**config.mk**
```make
export PLATFORM = sky130hd
export DESIGN_NAME = adzrs_front
export DESIGN_NICKNAME = d
export VERILOG_FILES = /design/src/rtl/adzrs_pkg.sv /design/src/rtl/adzrs_front.sv
export SDC_FILE = /design/constraint.sdc
export NUM_CORES = 2
export LEC_CHECK = 0
export BUFFER_PORTS_ARGS = -buffer_cell sky130_fd_sc_hd__buf_2
export CAP_MARGIN = 10
export CORE_ASPECT_RATIO = 1.5
export CORE_UTILIZATION = 40
export DETAILED_ROUTE_END_ITERATION = 7
export GPL_TIMING_DRIVEN = 0
export SLEW_MARGIN = 30
export SYNTH_ARGS = -nofsm -noshare
export SYNTH_HDL_FRONTEND = slang
export SYNTH_SLANG_ARGS = --single-unit
export TNS_END_PERCENT = 20
```
**constraint.sdc**
```tcl
create_clock -name i_clk -period 10.81 [get_ports i_clk]
set_input_delay 1.6215 -clock i_clk [delete_from_list [all_inputs] [get_ports i_clk]]
set_output_delay 1.6215 -clock i_clk [all_outputs]
set_load 0.005 [all_outputs]
```
**src/rtl/adzrs_pkg.sv**
```systemverilog
// shared widths, constants and divider transaction type for the axis range scaler
package adzrs_pkg;

    localparam int AXIS_W  = 16;
    localparam int MAG_W   = 15;
    localparam int DZ_W    = 14;
    localparam int RANGE_W = 18;
    localparam int SUM_W   = RANGE_W + 1;
    localparam int N_W     = 29;
    localparam int DIV_W   = N_W + 1;
    localparam int REM_W   = 48;
    localparam int PROD_W  = REM_W + 1;
    localparam int QUO_W   = 18;

    localparam logic [MAG_W-1:0] AXIS_FULL = 15'd32767;
    localparam logic [DZ_W-1:0]  DZ_FULL   = 14'd10000;
    localparam logic [QUO_W-1:0] QUO_MAX   = 18'd131072;

    localparam logic [1:0] REG_DEAD_ZONE = 2'd0;
    localparam logic [1:0] REG_RANGE_MIN = 2'd1;
    localparam logic [1:0] REG_RANGE_MAX = 2'd2;

    typedef struct packed {
        logic             neg;
        logic [REM_W-1:0] rem;
        logic [DIV_W-1:0] div;
        logic [QUO_W-1:0] quo;
    } t_div_data;

endpackage

```
**src/rtl/adzrs_front.sv**
```systemverilog
// front stages: sample magnitude, dead zone test, numerator and divisor setup
module adzrs_front
    import adzrs_pkg::*;
(
    input  logic                      i_clk,
    input  logic                      i_rst_n,
    input  logic                      i_valid,
    output logic                      o_ready,
    input  logic                      i_mode,
    input  logic signed [AXIS_W-1:0]  i_axis_value,
    input  logic [MAG_W-1:0]          i_left_trigger,
    input  logic [MAG_W-1:0]          i_right_trigger,
    input  logic [DZ_W-1:0]           i_dead_zone,
    input  logic signed [RANGE_W-1:0] i_range_min,
    input  logic signed [RANGE_W-1:0] i_range_max,
    output logic                      o_valid,
    input  logic                      i_ready,
    output t_div_data                 o_data
);

    // stage a: signed sample to clamped magnitude
    logic                     r_a_valid;
    logic [MAG_W-1:0]         r_a_m;
    logic                     r_a_neg;
    // stage b: dead zone test and rational terms
    logic                     r_b_valid;
    logic                     r_b_dead;
    logic [N_W-1:0]           r_b_n;
    logic [N_W-1:0]           r_b_q;
    logic                     r_b_neg;
    // stage c: products
    logic                     r_c_valid;
    logic signed [PROD_W-1:0] r_c_p1;
    logic signed [PROD_W-1:0] r_c_p2;
    logic [DIV_W-1:0]         r_c_div;
    logic                     r_c_neg;
    // stage d: numerator magnitude
    logic                     r_d_valid;
    t_div_data                r_d_data;

    logic w_rdy_a, w_rdy_b, w_rdy_c, w_rdy_d;

    assign w_rdy_d = !r_d_valid || i_ready;
    assign w_rdy_c = !r_c_valid || w_rdy_d;
    assign w_rdy_b = !r_b_valid || w_rdy_c;
    assign w_rdy_a = !r_a_valid || w_rdy_b;
    assign o_ready = w_rdy_a;

    // stage a logic
    logic signed [AXIS_W-1:0] w_diff;
    logic signed [AXIS_W-1:0] w_trig;
    logic signed [AXIS_W-1:0] w_v;
    logic [AXIS_W:0]          w_mag;
    logic [MAG_W-1:0]         n_a_m;

    always_comb begin
        w_diff = $signed({1'b0, i_right_trigger}) - $signed({1'b0, i_left_trigger});
        // halve toward zero then double: drop odd unit toward zero
        if (w_diff[0]) begin
            w_trig = w_diff[AXIS_W-1] ? w_diff + 16'sd1 : w_diff - 16'sd1;
        end else begin
            w_trig = w_diff;
        end
        w_v   = i_mode ? w_trig : i_axis_value;
        w_mag = w_v[AXIS_W-1] ? -{w_v[AXIS_W-1], w_v} : {w_v[AXIS_W-1], w_v};
        n_a_m = w_mag[MAG_W] ? AXIS_FULL : w_mag[MAG_W-1:0];
    end

    // stage b logic
    logic [N_W-1:0]  w_mt;
    logic [N_W-1:0]  w_dt;
    logic [DZ_W-1:0] w_qd;
    logic [N_W-1:0]  w_q;

    always_comb begin
        w_mt = N_W'(r_a_m) * N_W'(DZ_FULL);
        w_dt = N_W'(i_dead_zone) * N_W'(AXIS_FULL);
        w_qd = DZ_FULL - i_dead_zone;
        w_q  = N_W'(w_qd) * N_W'(AXIS_FULL);
    end

    // stage c logic
    logic signed [SUM_W-1:0]  w_c;
    logic signed [SUM_W-1:0]  w_s;
    logic signed [PROD_W-1:0] w_cq;
    logic signed [PROD_W-1:0] w_ns;

    always_comb begin
        w_c  = SUM_W'(i_range_min) + SUM_W'(i_range_max);
        w_s  = SUM_W'(i_range_max) - SUM_W'(i_range_min);
        w_cq = PROD_W'(w_c) * PROD_W'($signed({1'b0, r_b_q}));
        w_ns = PROD_W'($signed({1'b0, r_b_n})) * PROD_W'(w_s);
    end

    // stage d logic
    logic signed [PROD_W-1:0] w_num;
    logic [PROD_W-1:0]        w_abs;

    always_comb begin
        w_num = r_c_neg ? r_c_p1 - r_c_p2 : r_c_p1 + r_c_p2;
        w_abs = w_num[PROD_W-1] ? -w_num : w_num;
    end

    always_ff @(posedge i_clk) begin
        if (!i_rst_n) begin
            r_a_valid <= 1'b0;
            r_b_valid <= 1'b0;
            r_c_valid <= 1'b0;
            r_d_valid <= 1'b0;
        end else begin
            if (w_rdy_a) r_a_valid <= i_valid;
            if (w_rdy_b) r_b_valid <= r_a_valid;
            if (w_rdy_c) r_c_valid <= r_b_valid;
            if (w_rdy_d) r_d_valid <= r_c_valid;
        end
    end

    always_ff @(posedge i_clk) begin
        if (w_rdy_a) begin
            r_a_m   <= n_a_m;
            r_a_neg <= w_v[AXIS_W-1];
        end
        if (w_rdy_b) begin
            r_b_dead <= (w_mt <= w_dt);
            r_b_n    <= w_mt - w_dt;
            r_b_q    <= w_q;
            r_b_neg  <= r_a_neg;
        end
        if (w_rdy_c) begin
            // inside the dead zone the result is the centre: C / 2
            if (r_b_dead) begin
                r_c_p1  <= PROD_W'(w_c);
                r_c_p2  <= '0;
                r_c_div <= DIV_W'(2);
            end else begin
                r_c_p1  <= w_cq;
                r_c_p2  <= w_ns;
                r_c_div <= {r_b_q, 1'b0};
            end
            r_c_neg <= r_b_neg;
        end
        if (w_rdy_d) begin
            r_d_data.neg <= w_num[PROD_W-1];
            r_d_data.rem <= w_abs[REM_W-1:0];
            r_d_data.div <= r_c_div;
            r_d_data.quo <= '0;
        end
    end

    assign o_valid = r_d_valid;
    assign o_data  = r_d_data;

endmodule

```
==> results.toml <==
[setup_path]
max_stage_delay_ps = 600
slowest_stage = "fa_1"
worstSetupPathType = "in2reg"
crit_top_cell = "a21o_1"
startpoint = "i_range_min[0]"
critPathArrivalTime_ps = 10880
reg2regPathDepth = 30
timing.rr.start = "r_b_n[4]$_DFFE_PP_"
worstSetupEndpointType = "flop"
r2r_setup_slack_ps = 1850
cp_max_fo = 10
r2r-end = "r_c_p2[47]$_SDFFCE_PP0P_"
required_ps = 11130
crit_end = "r_c_p2[48]$_SDFFCE_PP0P_"
worstSetupStartpointType = "input port"

[sta]
rsz0062_at_grt = "yes"
setup_viol = 0
clock.fmax_mhz = 94.7
worst_slew_pin_slew_ps = 1110
maxSlewHeadroom = 0.258
hold_viol = 0
min_period_ps = 10560
period_share = 0.977
fin_skew_ps = 41.6
finalMaxSlewViolations = 0

[cts]
ctsHoldBuffers = 0
numCtsBuffers = 35
cts_htree_levels = 2
clockBufferDepth = 3
clkTransAtPathRegs_ps = 60
clock_sinks = 284
tritoncts = "built"
cts_root_buffer = "clkbuf_16"
clk_latency_ps = 630

[placed_design]
dpl.hpwl_um = 191000
dp.cells = 9986
gp_congestion = 0.982
placed_area_mm2 = 0.0712
port_buffers = 180

[drt]
routed_via_density = 5.34
drcViolationCount = 0
num_vias = 53800
avgRoutedWirePerCell_um = 22.4
dr.first_iter.drc_count = 3442
drt_pass1_iterations = 5
route.antenna.remaining_nets = 0
wl_um = 226000

[synthesis]
async_flop_share = 0
synth_area_mm2 = 0.0673
synth_flop_cell = "edfxtp_1"
avgSynthCellArea_um2 = 8.91
ys.warnings.count = 0
synth_cells = 7551
synth.distinct_cells = 96
synth_seq_cells = 284
synth_edf_count = 280
yosysSeqAreaShare = 0.126

[grt]
grt_start_max_net_pins = 59
grt_pass1_vias = 56900
overflow = 0
track_usage = 0.268
antenna_found_initial = 15
grt_pass1_wl_um = 339000

[die]
num_rows = 184
core_mm2 = 0.167
start_util = 0.402
die_height_um = 504
pin_count = 200
die-area_mm2 = 0.170
die_width_um = 337

[layout]
syn_to_final_growth_pct = 9.12
fin_nets = 9778
finalNonFillerCells = 10100
most-common-layout-cells = "inv_1 (1,369), fa_1 (1,093), nand2_1 (942), ha_1 (752), nor2_1 (301)"
final_layout_size_suffix_gt1_frac = 0.0682
fin_area_mm2 = 0.0734
mostFrequentLayoutCell = "inv_1"

[worst_hold_path]
hold_class = "reg2reg"

[status]
status = "completed"

[run]
maxCapViolations = 0
## state kept, by name, indices dropped and copies added (netlist names)
signal     count
r_a_m         15
r_a_neg        1
r_c_p1        49
o_data        78
r_c_p2        49
r_b_neg        1
r_c_div       29
r_b_dead       1
r_b_valid      1
o_valid        1
r_c_valid      1
r_c_neg        1
r_b_n         29
r_b_q         27
r_a_valid      1
## through the flow
step	hold WS, ps	util	TNS [ps]	setup WS, ps
floorplan	400	-	0	46.8
global route	422	0.439	-257	-69.4
finish	418	0.439	0	254
global placement	401	0.425	-79240	-2700
detailed placement	405	0.425	-82150	-2760
CTS	420	0.436	0	8.53
## cells by family (layout without fill, tap and decap cells)
| logic type | count (synthesis) | count (layout) | synth area share |
|---|---|---|---|
| DFF | 284 | 284 | 0.126 |
| adders and majority gates | 1861 | 1861 | 0.468 |
| AOI/OAI and AO/OA | 1001 | 1001 | 0.0949 |
| muxes | 18 | 18 | 0.00292 |
| buffers and inverters | 1765 | 2036 | 0.0996 |
| xor gates and xnor gates | 370 | 370 | 0.0482 |
| and+or+nand+nor | 2251 | 2251 | 0.160 |
| other | 1 | 25 | 0.0000557 |
## critical path, delay by kind of cell
kind | cells | cell delay, ps
AND/OR/NAND/NOR | 4 | 600
buffers and inverters | 6 | 1060
adder cells (fa/ha/maj) | 10 | 4140
AO/OA/AOI/OAI | 19 | 3420
## layout make-up
| cell class | instances | area [um2] |
|---|---|---|
| antenna | 6 | 15.0 |
| sequential | 284 | 8490 |
| buffer | 385 | 1710 |
| timing repair buffer | 212 | 1230 |
| clock buffer | 39 | 912 |
| tap | 2232 | 2790 |
| multi-input combinational | 5520 | 52900 |
| clock inverter | 22 | 201 |
| inverter | 1378 | 5180 |
| fill | 16600 | 93900 |
## worst min path at each step
stage                                         start  cells past startpoint  slack [ps]                    to
final                      r_c_div[7]$_SDFFCE_PP0P_                      0         420  o_data[25]$_DFFE_PP_
after global routing      r_c_div[27]$_SDFFCE_PP0P_                      0         420  o_data[45]$_DFFE_PP_
after CTS                 r_c_div[27]$_SDFFCE_PP0P_                      0         420  o_data[45]$_DFFE_PP_
after detailed placement  r_c_div[27]$_SDFFCE_PP0P_                      0         410  o_data[45]$_DFFE_PP_
after global placement    r_c_div[27]$_SDFFCE_PP0P_                      0         400  o_data[45]$_DFFE_PP_
after floorplan            r_c_div[1]$_SDFFCE_PP1P_                      0         400  o_data[19]$_DFFE_PP_
## metal layers
layer	track usage	routed length (um)	vias up
met5	0	126	-
met4	0.180	18000	18
li1	-	-	24600
met3	0.0317	11400	596
met1	0.293	81800	26800
met2	0.481	114000	1787
## Yosys cell counts (17+ instances only)
cell | count | area share
a21o_1 | 113 | 0.013
and3_1 | 80 | 0.0074
o211ai_1 | 38 | 0.0042
nand2_1 | 944 | 0.053
o22ai_1 | 17 | 0.0016
nor2b_1 | 168 | 0.016
ha_1 | 763 | 0.14
buf_4 | 20 | 0.0022
a211oi_1 | 24 | 0.0027
xor2_1 | 116 | 0.015
o21ai_1 | 17 | 0.0013
nor3_1 | 129 | 0.0096
buf_1 | 23 | 0.0013
or2_2 | 40 | 0.0037
or3_1 | 46 | 0.0043
nand4_1 | 28 | 0.0026
o21bai_1 | 26 | 0.0029
xnor2_1 | 254 | 0.033
o21a_1 | 29 | 0.0032
o21ai_0 | 204 | 0.015
a21oi_1 | 314 | 0.023
fa_1 | 1098 | 0.33
clkbuf_1 | 340 | 0.019
or4_1 | 36 | 0.0040
nand3_1 | 148 | 0.011
nor4_1 | 17 | 0.0016
a31oi_1 | 47 | 0.0044
nand2b_1 | 49 | 0.0046
inv_1 | 1373 | 0.077
nor2_1 | 305 | 0.017
and2_1 | 223 | 0.021
edfxtp_1 | 280 | 0.12
## what timing repair did
item / CTS / global route
pin swaps: 30 / 58
gates resized for setup: 135 / 132
setup endpoints to repair: 52 / 35
buffers inserted: 12 / 15
Power is not shown: default switching activity piles up to over one toggle a cycle in this logic, so the estimate is an artifact.
