File: src/rtl/adzrs_pkg.sv
// shared widths, constants and divider transaction type for the axis range scaler
package adzrs_pkg;

    localparam int AXIS_W  = 16;
    localparam int MAG_W   = 15;
    localparam int DZ_W    = 14;
    localparam int RANGE_W = 18;
    localparam int SUM_W   = RANGE_W + 1;
    localparam int N_W     = 29;
    localparam int DIV_W   = N_W + 1;
    localparam int REM_W   = 48;
    localparam int PROD_W  = REM_W + 1;
    localparam int QUO_W   = 18;

    localparam logic [MAG_W-1:0] AXIS_FULL = 15'd32767;
    localparam logic [DZ_W-1:0]  DZ_FULL   = 14'd10000;
    localparam logic [QUO_W-1:0] QUO_MAX   = 18'd131072;

    localparam logic [1:0] REG_DEAD_ZONE = 2'd0;
    localparam logic [1:0] REG_RANGE_MIN = 2'd1;
    localparam logic [1:0] REG_RANGE_MAX = 2'd2;

    typedef struct packed {
        logic             neg;
        logic [REM_W-1:0] rem;
        logic [DIV_W-1:0] div;
        logic [QUO_W-1:0] quo;
    } t_div_data;

endpackage

File: src/rtl/adzrs_div_cell.sv
// one restoring divider cell: resolves a single quotient bit
module adzrs_div_cell
    import adzrs_pkg::*;
#(
    parameter int BIT = 0
) (
    input  logic      i_clk,
    input  logic      i_rst_n,
    input  logic      i_valid,
    output logic      o_ready,
    input  t_div_data i_data,
    output logic      o_valid,
    input  logic      i_ready,
    output t_div_data o_data
);

    logic             r_valid;
    t_div_data        r_data;
    t_div_data        n_data;
    logic [REM_W-1:0] w_sub;

    assign o_ready = !r_valid || i_ready;

    always_comb begin
        w_sub  = REM_W'(i_data.div) << BIT;
        n_data = i_data;
        if (i_data.rem >= w_sub) begin
            n_data.rem = i_data.rem - w_sub;
            n_data.quo = i_data.quo | (QUO_W'(1) << BIT);
        end
    end

    always_ff @(posedge i_clk) begin
        if (!i_rst_n) begin
            r_valid <= 1'b0;
        end else if (o_ready) begin
            r_valid <= i_valid;
        end
    end

    always_ff @(posedge i_clk) begin
        if (o_ready) begin
            r_data <= n_data;
        end
    end

    assign o_valid = r_valid;
    assign o_data  = r_data;

endmodule

File: config.mk
export PLATFORM = sky130hd
export DESIGN_NAME = adzrs_div_cell
export DESIGN_NICKNAME = d
export VERILOG_FILES = /design/src/rtl/adzrs_pkg.sv /design/src/rtl/adzrs_div_cell.sv
export SDC_FILE = /design/constraint.sdc
export NUM_CORES = 1
export LEC_CHECK = 0
export ABC_AREA = 1
export BUFFER_PORTS_ARGS = -buffer_cell sky130_fd_sc_hd__buf_2
export CAP_MARGIN = 40
export CELL_PAD_IN_SITES_DETAIL_PLACEMENT = 1
export CELL_PAD_IN_SITES_GLOBAL_PLACEMENT = 2
export CORE_AREA = 2 2 159 161
export CTS_CLUSTER_DIAMETER = 60
export DETAILED_ROUTE_END_ITERATION = 10
export DIE_AREA = 0 0 161 163
export GPL_ROUTABILITY_DRIVEN = 0
export PLACE_DENSITY_LB_ADDON = 0.1
export SLEW_MARGIN = 20
export SYNTH_ARGS = -nofsm -noshare
export SYNTH_HDL_FRONTEND = slang
export SYNTH_SLANG_ARGS = --single-unit
File: constraint.sdc
create_clock -name i_clk -period 4 [get_ports i_clk]
set_input_delay 0 -clock i_clk [delete_from_list [all_inputs] [get_ports i_clk]]
set_output_delay 0 -clock i_clk [all_outputs]
set_load 0.01 [all_outputs]
==> impl_metrics.toml, run 1 <==
[worst_setup_path]
critPathLaunchType = "primary input"
r2r_end = "o_data[45]"
r2r_slack_ns = 2.15
cp_data_required_time_ns = 4.10
r2r-start = "o_valid"
reg2reg_depth = 2
arrival_ns = 3.05
crit_type = "in2reg"
cp_max_fo = 62
critPathCaptureType = "flop"

[logic_synthesis]
synth-adder-area-share = 0.0560
syn_avg_cell_area_um2 = 7.37
synth_mux_area_frac = 0
yosysWarnings = 0
ys_seq_area_frac = 0.416
synth_compound_area_frac = 0.0610
syn_area_mm2 = 0.00705
synth_fp_nets = 1089
synth-xor-area-share = 0.0248
synth_top_family_by_area = "simple AND/OR/NAND/NOR gates"
yosysTopAreaCellShare = 0.413
yosys.area_share.simple = 0.321
synth_cell_types = 34
synth.area.top_cells = "edfxtp_1 (41%), nand2_1 (19%), inv_1 (11%)"
yosys.area.top_type = "edfxtp_1"
synth-seq-cells = 98
synthCells = 957

[cells_and_area]
final_cells = 1579
multiInputGateArea_mm2 = 0.00327
final-seq-area_mm2 = 0.00293
fillers = 3128
area_growth_syn_to_layout_pct = 35.1
final_layout_size_suffix_gt1_frac = 0.223
nets = 1376
antennaDiodeCount = 0

[clocking]
clk_latency_ns = 0.36
clk_path_buf_depth = 2
clkTransAtPathRegs_ns = 0.08
cts_inserted_buffers = 9
cts-root-buf = "clkbuf_16"
cts_tree = "done"
htreeDepth = 3
clkSinkCount = 98
cts_setup_buffers = 0

[detailed_routing]
dr.pass1.iters = 4
drt-vias-per-instance = 4.35
routed_wl_um = 24400
vias = 6870
drc = 0
drt-initial-drc-count = 289
ant_nets = 0
post_drt_wl_per_cell_um = 15.5

[sta]
relSlewSlack = 0.495
fin_ws_ns = 1.05
rsz0062_at_grt = "no"
setup_tns_ns = 0
setup_violations = 0
min_period_ns = 2.95
slew_violations = 0
fmax_mhz = 339
hold_ws_ns = 0.0165
worst_pin_slew_ns = 0.757
fin_skew_ns = 0.00881
hold_viol = 0
fin_crit_sh = 0.738

[flow_run]
drv_cap = 0

[placed_design]
portBuffers = 199
pre_cts_ws_ns = 1.16
placed_cells = 1482
dp_hpwl_um = 19300

[run_status]
status = "finished, final reports clean"

[global_routing]
grt_usage = 0.191
grt_start_max_net_pins = 63
gr-total-overflow = 0
antenna_found_initial = 1
grt_pass1_wl_um = 38600
grt_pass1_vias = 7108

[floorplan]
dieWidth_um = 161
io_pins = 200
dieArea_mm2 = 0.0262
rows = 58
core_mm2 = 0.0247
dieHeight_um = 163
start_util = 0.286

[power_and_ir_drop]
power.leakage_nw = 4.79
ir_drop_v = 0.000139
power_density_mw_per_mm2 = 326

[worst_hold_path]
hold_depth = 3
worstHoldStart = "i_data[94]"
worstHoldPathType = "in2reg"
hold_end = "o_data[94]"
==> worst max-delay path by stage <==
| stage | start | endpoint | cells past startpoint |
|---|---|---|---|
| after CTS | i_data[18] | o_data[53] | 16 |
| final | i_data[18] | o_data[53] | 16 |
| after detailed placement | i_data[18] | o_data[53] | 15 |
| after global routing | i_data[48] | o_data[54] | 17 |
| after floorplan | o_valid | o_data[0] | 1 |
| after global placement | i_data[18] | o_data[52] | 15 |
==> critical path, stage by stage <==
cell	delay, ns
dlygate4sd3_1	0.53
buf_2	0.13
ha_1	0.21
fa_1	0.41
inv_1	0.17
nand3_1	0.11
nand3_2	0.15
nand2_1	0.07
nand2_1	0.09
nand2_1	0.07
nand2_2	0.17
nand2_2	0.13
nand3_4	0.24
inv_6	0.29
nand2_1	0.16
o21ai_2	0.06
==> area by class of cell <==
class,instances,area share
clock buffers,10,0.0251
clock inverters,6,0.00827
inverters,202,0.0801
multi-input cells,650,0.344
flip-flops and latches,98,0.308
well taps,330,0.0433
repair buffers,283,0.192
==> layer usage <==
| metal | part of all wire | up-vias | global-route usage |
|---|---|---|---|
| li1 | - | 3556 | - |
| met1 | 0.49 | 3157 | 0.267 |
| met2 | 0.46 | 138 | 0.318 |
| met3 | 0.048 | 17 | 0.0244 |
| met4 | 0.0093 | 2 | 0.0410 |
| met5 | 0.00053 | - | 0 |
==> flip-flops by register name, indices dropped and copies added, names as in the netlist <==
register  count
o_valid       1
o_data       97
==> what timing repair did <==
item | 4_1_cts | 5_1_grt
hold buffers | 81 | 0
endpoints found under the hold margin | 80 | 0
resized for setup | 0 | 0
==> power breakdown <==
part / internal [mW] / leakage, nW / switching (mW) / total [mW]
Combinational: 0.336 / 3.62 / 0.500 / 0.836
Sequential: 1.26 / 1.01 / 0.0276 / 1.29
Clock: 0.520 / 0.158 / 0.459 / 0.979
Total: 2.12 / 4.79 / 0.987 / 3.11
==> synth_stat cells <==
master	number
xor2_1	6
xnor2_1	14
inv_2	3
o21ai_2	19
o21ai_1	1
nand3_2	1
nand2_2	14
nand3_4	1
ha_1	30
nor2_1	84
and2_1	1
a21oi_2	15
nor3_4	1
nor4_1	1
dfxtp_1	1
buf_6	3
nor2_2	3
nor3_1	10
a21boi_0	1
buf_12	1
inv_6	1
nand2_1	349
nand3b_1	13
inv_1	198
fa_1	1
o21ai_0	4
buf_4	1
buf_8	2
nand4_1	14
edfxtp_1	97
a21oi_1	17
o21bai_1	2
or2_2	2
nand3_1	46
==> cell usage in the layout, fill, tap and decap left out, types with 17 or more instances in the layout <==
cell,synthesis,layout
inv_1,198,198
nand3_1,46,46
o21ai_2,19,19
a21oi_1,17,17
ha_1,30,30
dlygate4sd3_1,0,81
edfxtp_1,97,97
nor2_1,84,84
nand2_1,349,348
buf_2,0,199
==> through the flow <==
step                       util  power (mW)  area, um^2
after CTS                 0.386        3.17        9530
after global placement    0.341        2.10        8400
after floorplan               -        1.78        7050
after global routing      0.386        3.29        9530
after detailed placement  0.341        2.10        8400
final                     0.386        3.11        9530
==> cells by family after synthesis <==
kind of cell    Yosys count
simple gates            540
buf+inv                 209
flops                    98
compound gates           59
fa+ha+maj                31
xor+xnor                 20
(Power assumes the default switching activity.)
==> inputs of run 2 (changes only) <==
Clock period 4 ns to 2.9 ns, I/O delays scaled along.
==> run 2 against run 1 <==
  * Register-to-register slack got worse by 0.96 ns
  * Non-clock buffer count rose by 8
  * Core utilization rose by 0.33 points
  * Critical endpoint is now o_data[55]
  * Clock skew rose by 0.0021 ns
  * Global-route usage rose by 0.51 points
  * Clock power rose by 38%
  * Design area rose by 0.87%
  * Sequential share of layout area fell by 0.26 points
  * Highest routed layer is now met4
  * Setup slack got worse by 0.78 ns
  * Combinational power rose by 40%
  * Die area did not move
==> impl_metrics.toml, run 2 (synthesis gave the netlist of run 1 again) <==
[run_status]
status = "finished, final reports clean"

[worst_setup_path]
cp_max_fo = 62
crit_type = "in2reg"
r2r-start = "o_valid"
timing.critical_path.mode_cell = "nand2_1"
crit_chain = "dlygate4sd3_1, buf_2, ha_1, fa_1, inv_1, nand3_1, nand3_2, nand2_1, nand2_1, nand2_1, nand2_2, nand2_2, nand3_4, inv_6, buf_12, nand2_1, o21ai_2"
cp_top_family = "buffers and inverters"
reg2reg_depth = 3
critPathCaptureType = "flop"
path_buf_inv = 5
r2r_slack_ns = 1.19
cp_data_required_time_ns = 3.01
r2r_end = "o_valid"
critPathLaunchType = "primary input"
critPathMaxStageDelay_ns = 0.54
crit_path_top_delay_cell = "dlygate4sd3_1"
arrival_ns = 2.74

[detailed_routing]
post_drt_wl_per_cell_um = 16.0
routed_wl_um = 25300
vias = 6885
ant_nets = 0
drt-vias-per-instance = 4.34
drc = 0
drt-initial-drc-count = 291
dr.pass1.iters = 4

[placed_design]
portBuffers = 199
dp_hpwl_um = 20200
placed_cells = 1486

[cells_and_area]
final_layout_size_suffix_gt1_frac = 0.228
largest_reg_flops = 97
final_cell_mix = "nand2_1 (348), buf_2 (199), inv_1 (198), edfxtp_1 (97), nor2_1 (84)"
nets = 1384
final_cells = 1587
area_growth_syn_to_layout_pct = 36.3
layout_commonest_cell = "nand2_1"
antennaDiodeCount = 0

[clocking]
cts-root-buf = "clkbuf_16"
cts-resized-gates = 0
htreeDepth = 3
cts_tree = "done"
clk_latency_ns = 0.37
clk_path_buf_depth = 2
clkSinkCount = 98
clkTransAtPathRegs_ns = 0.09
cts_inserted_buffers = 9

[sta]
slew_violations = 0
relSlewSlack = 0.559
rsz0062_at_grt = "no"
fin_skew_ns = 0.0109
setup_violations = 0
hold_viol = 0
fmax_mhz = 380
min_period_ns = 2.63
fin_crit_sh = 0.906
setup_tns_ns = 0
worst_pin_slew_ns = 0.661

[global_routing]
grt_start_max_net_pins = 63
grt_pass1_vias = 7144
grt_pass1_wl_um = 39600
antenna_found_initial = 0
grt_usage = 0.196
gr-total-overflow = 0

[power_and_ir_drop]
power_density_mw_per_mm2 = 448
switching_share = 0.321
power.leakage_nw = 4.83
internal_power_mw = 2.93
seqPwrFrac = 0.414
p_sw_mw = 1.38
comb_power_share = 0.272
ir_drop_v = 0.000221
clkPwrFrac = 0.314

[floorplan]
dieArea_mm2 = 0.0262
dieWidth_um = 161
io_pins = 200
start_util = 0.286
dieHeight_um = 163
core_mm2 = 0.0247
rows = 58

[flow_run]
drv_cap = 0

[worst_hold_path]
hold_depth = 2
hold_end = "o_data[80]"
worstHoldStart = "i_data[80]"
worstHoldPathType = "in2reg"
==> run 2: what timing repair did <==
action	4_1_cts	5_1_grt
setup endpoints to repair	0	5
hold buffers	81	0
hold endpoints to repair	80	0
setup buffers	0	4
==> run 2: area by class of cell <==
type	count	area, um^2
clock inverter	6	76.3
clock buffer	10	239
multi-input combinational	650	3270
inverter	202	763
sequential	98	2930
timing repair buffer	291	1910
fill	3146	15100
tap	330	413
==> run 2: power by group through the flow <==
stage / logic, mW / clock network (mW) / registers (mW)
6_report: 1.17 / 1.35 / 1.78
5_1_grt: 1.32 / 1.45 / 1.80
4_1_cts: 1.19 / 1.41 / 1.79
3_5_place_dp: 1.10 / 0 / 1.82
3_3_place_gp: 1.09 / 0 / 1.81
2_1_floorplan: 0.544 / 0 / 1.91
==> run 2: how the worst max path moves through the flow <==
stage / startpoint / endpoint / slack [ns] / cells past startpoint
after floorplan: o_valid / o_data[0] / 0.94 / 1
final: i_data[18] / o_data[55] / 0.27 / 17
after detailed placement: i_data[18] / o_data[49] / 0.39 / 16
after global routing: i_data[18] / o_data[55] / 0.02 / 17
after CTS: i_data[18] / o_data[55] / 0.24 / 17
after global placement: i_data[18] / o_data[48] / 0.50 / 16
==> run 2: routing by layer <==
metal	wire (um)	vias to the layer above	GRT usage
met2	11800	131	0.332
met1	12600	3170	0.273
met5	0	-	0
li1	-	3572	-
met4	216	0	0.0390
met3	734	12	0.0214
==> run 2: stage by stage <==
step | hold slack, ns | instance area [um^2] | setup WS, ns | util | total power, mW
2_1_floorplan | 0.0989 | 7060 | 0.939 | - | 2.45
3_3_place_gp | 0.176 | 8460 | 0.501 | 0.343 | 2.91
3_5_place_dp | 0.179 | 8460 | 0.386 | 0.343 | 2.92
4_1_cts | 0.0134 | 9580 | 0.238 | 0.388 | 4.39
5_1_grt | 0.0239 | 9610 | 0.0244 | 0.390 | 4.56
6_report | 0.0128 | 9610 | 0.271 | 0.390 | 4.31
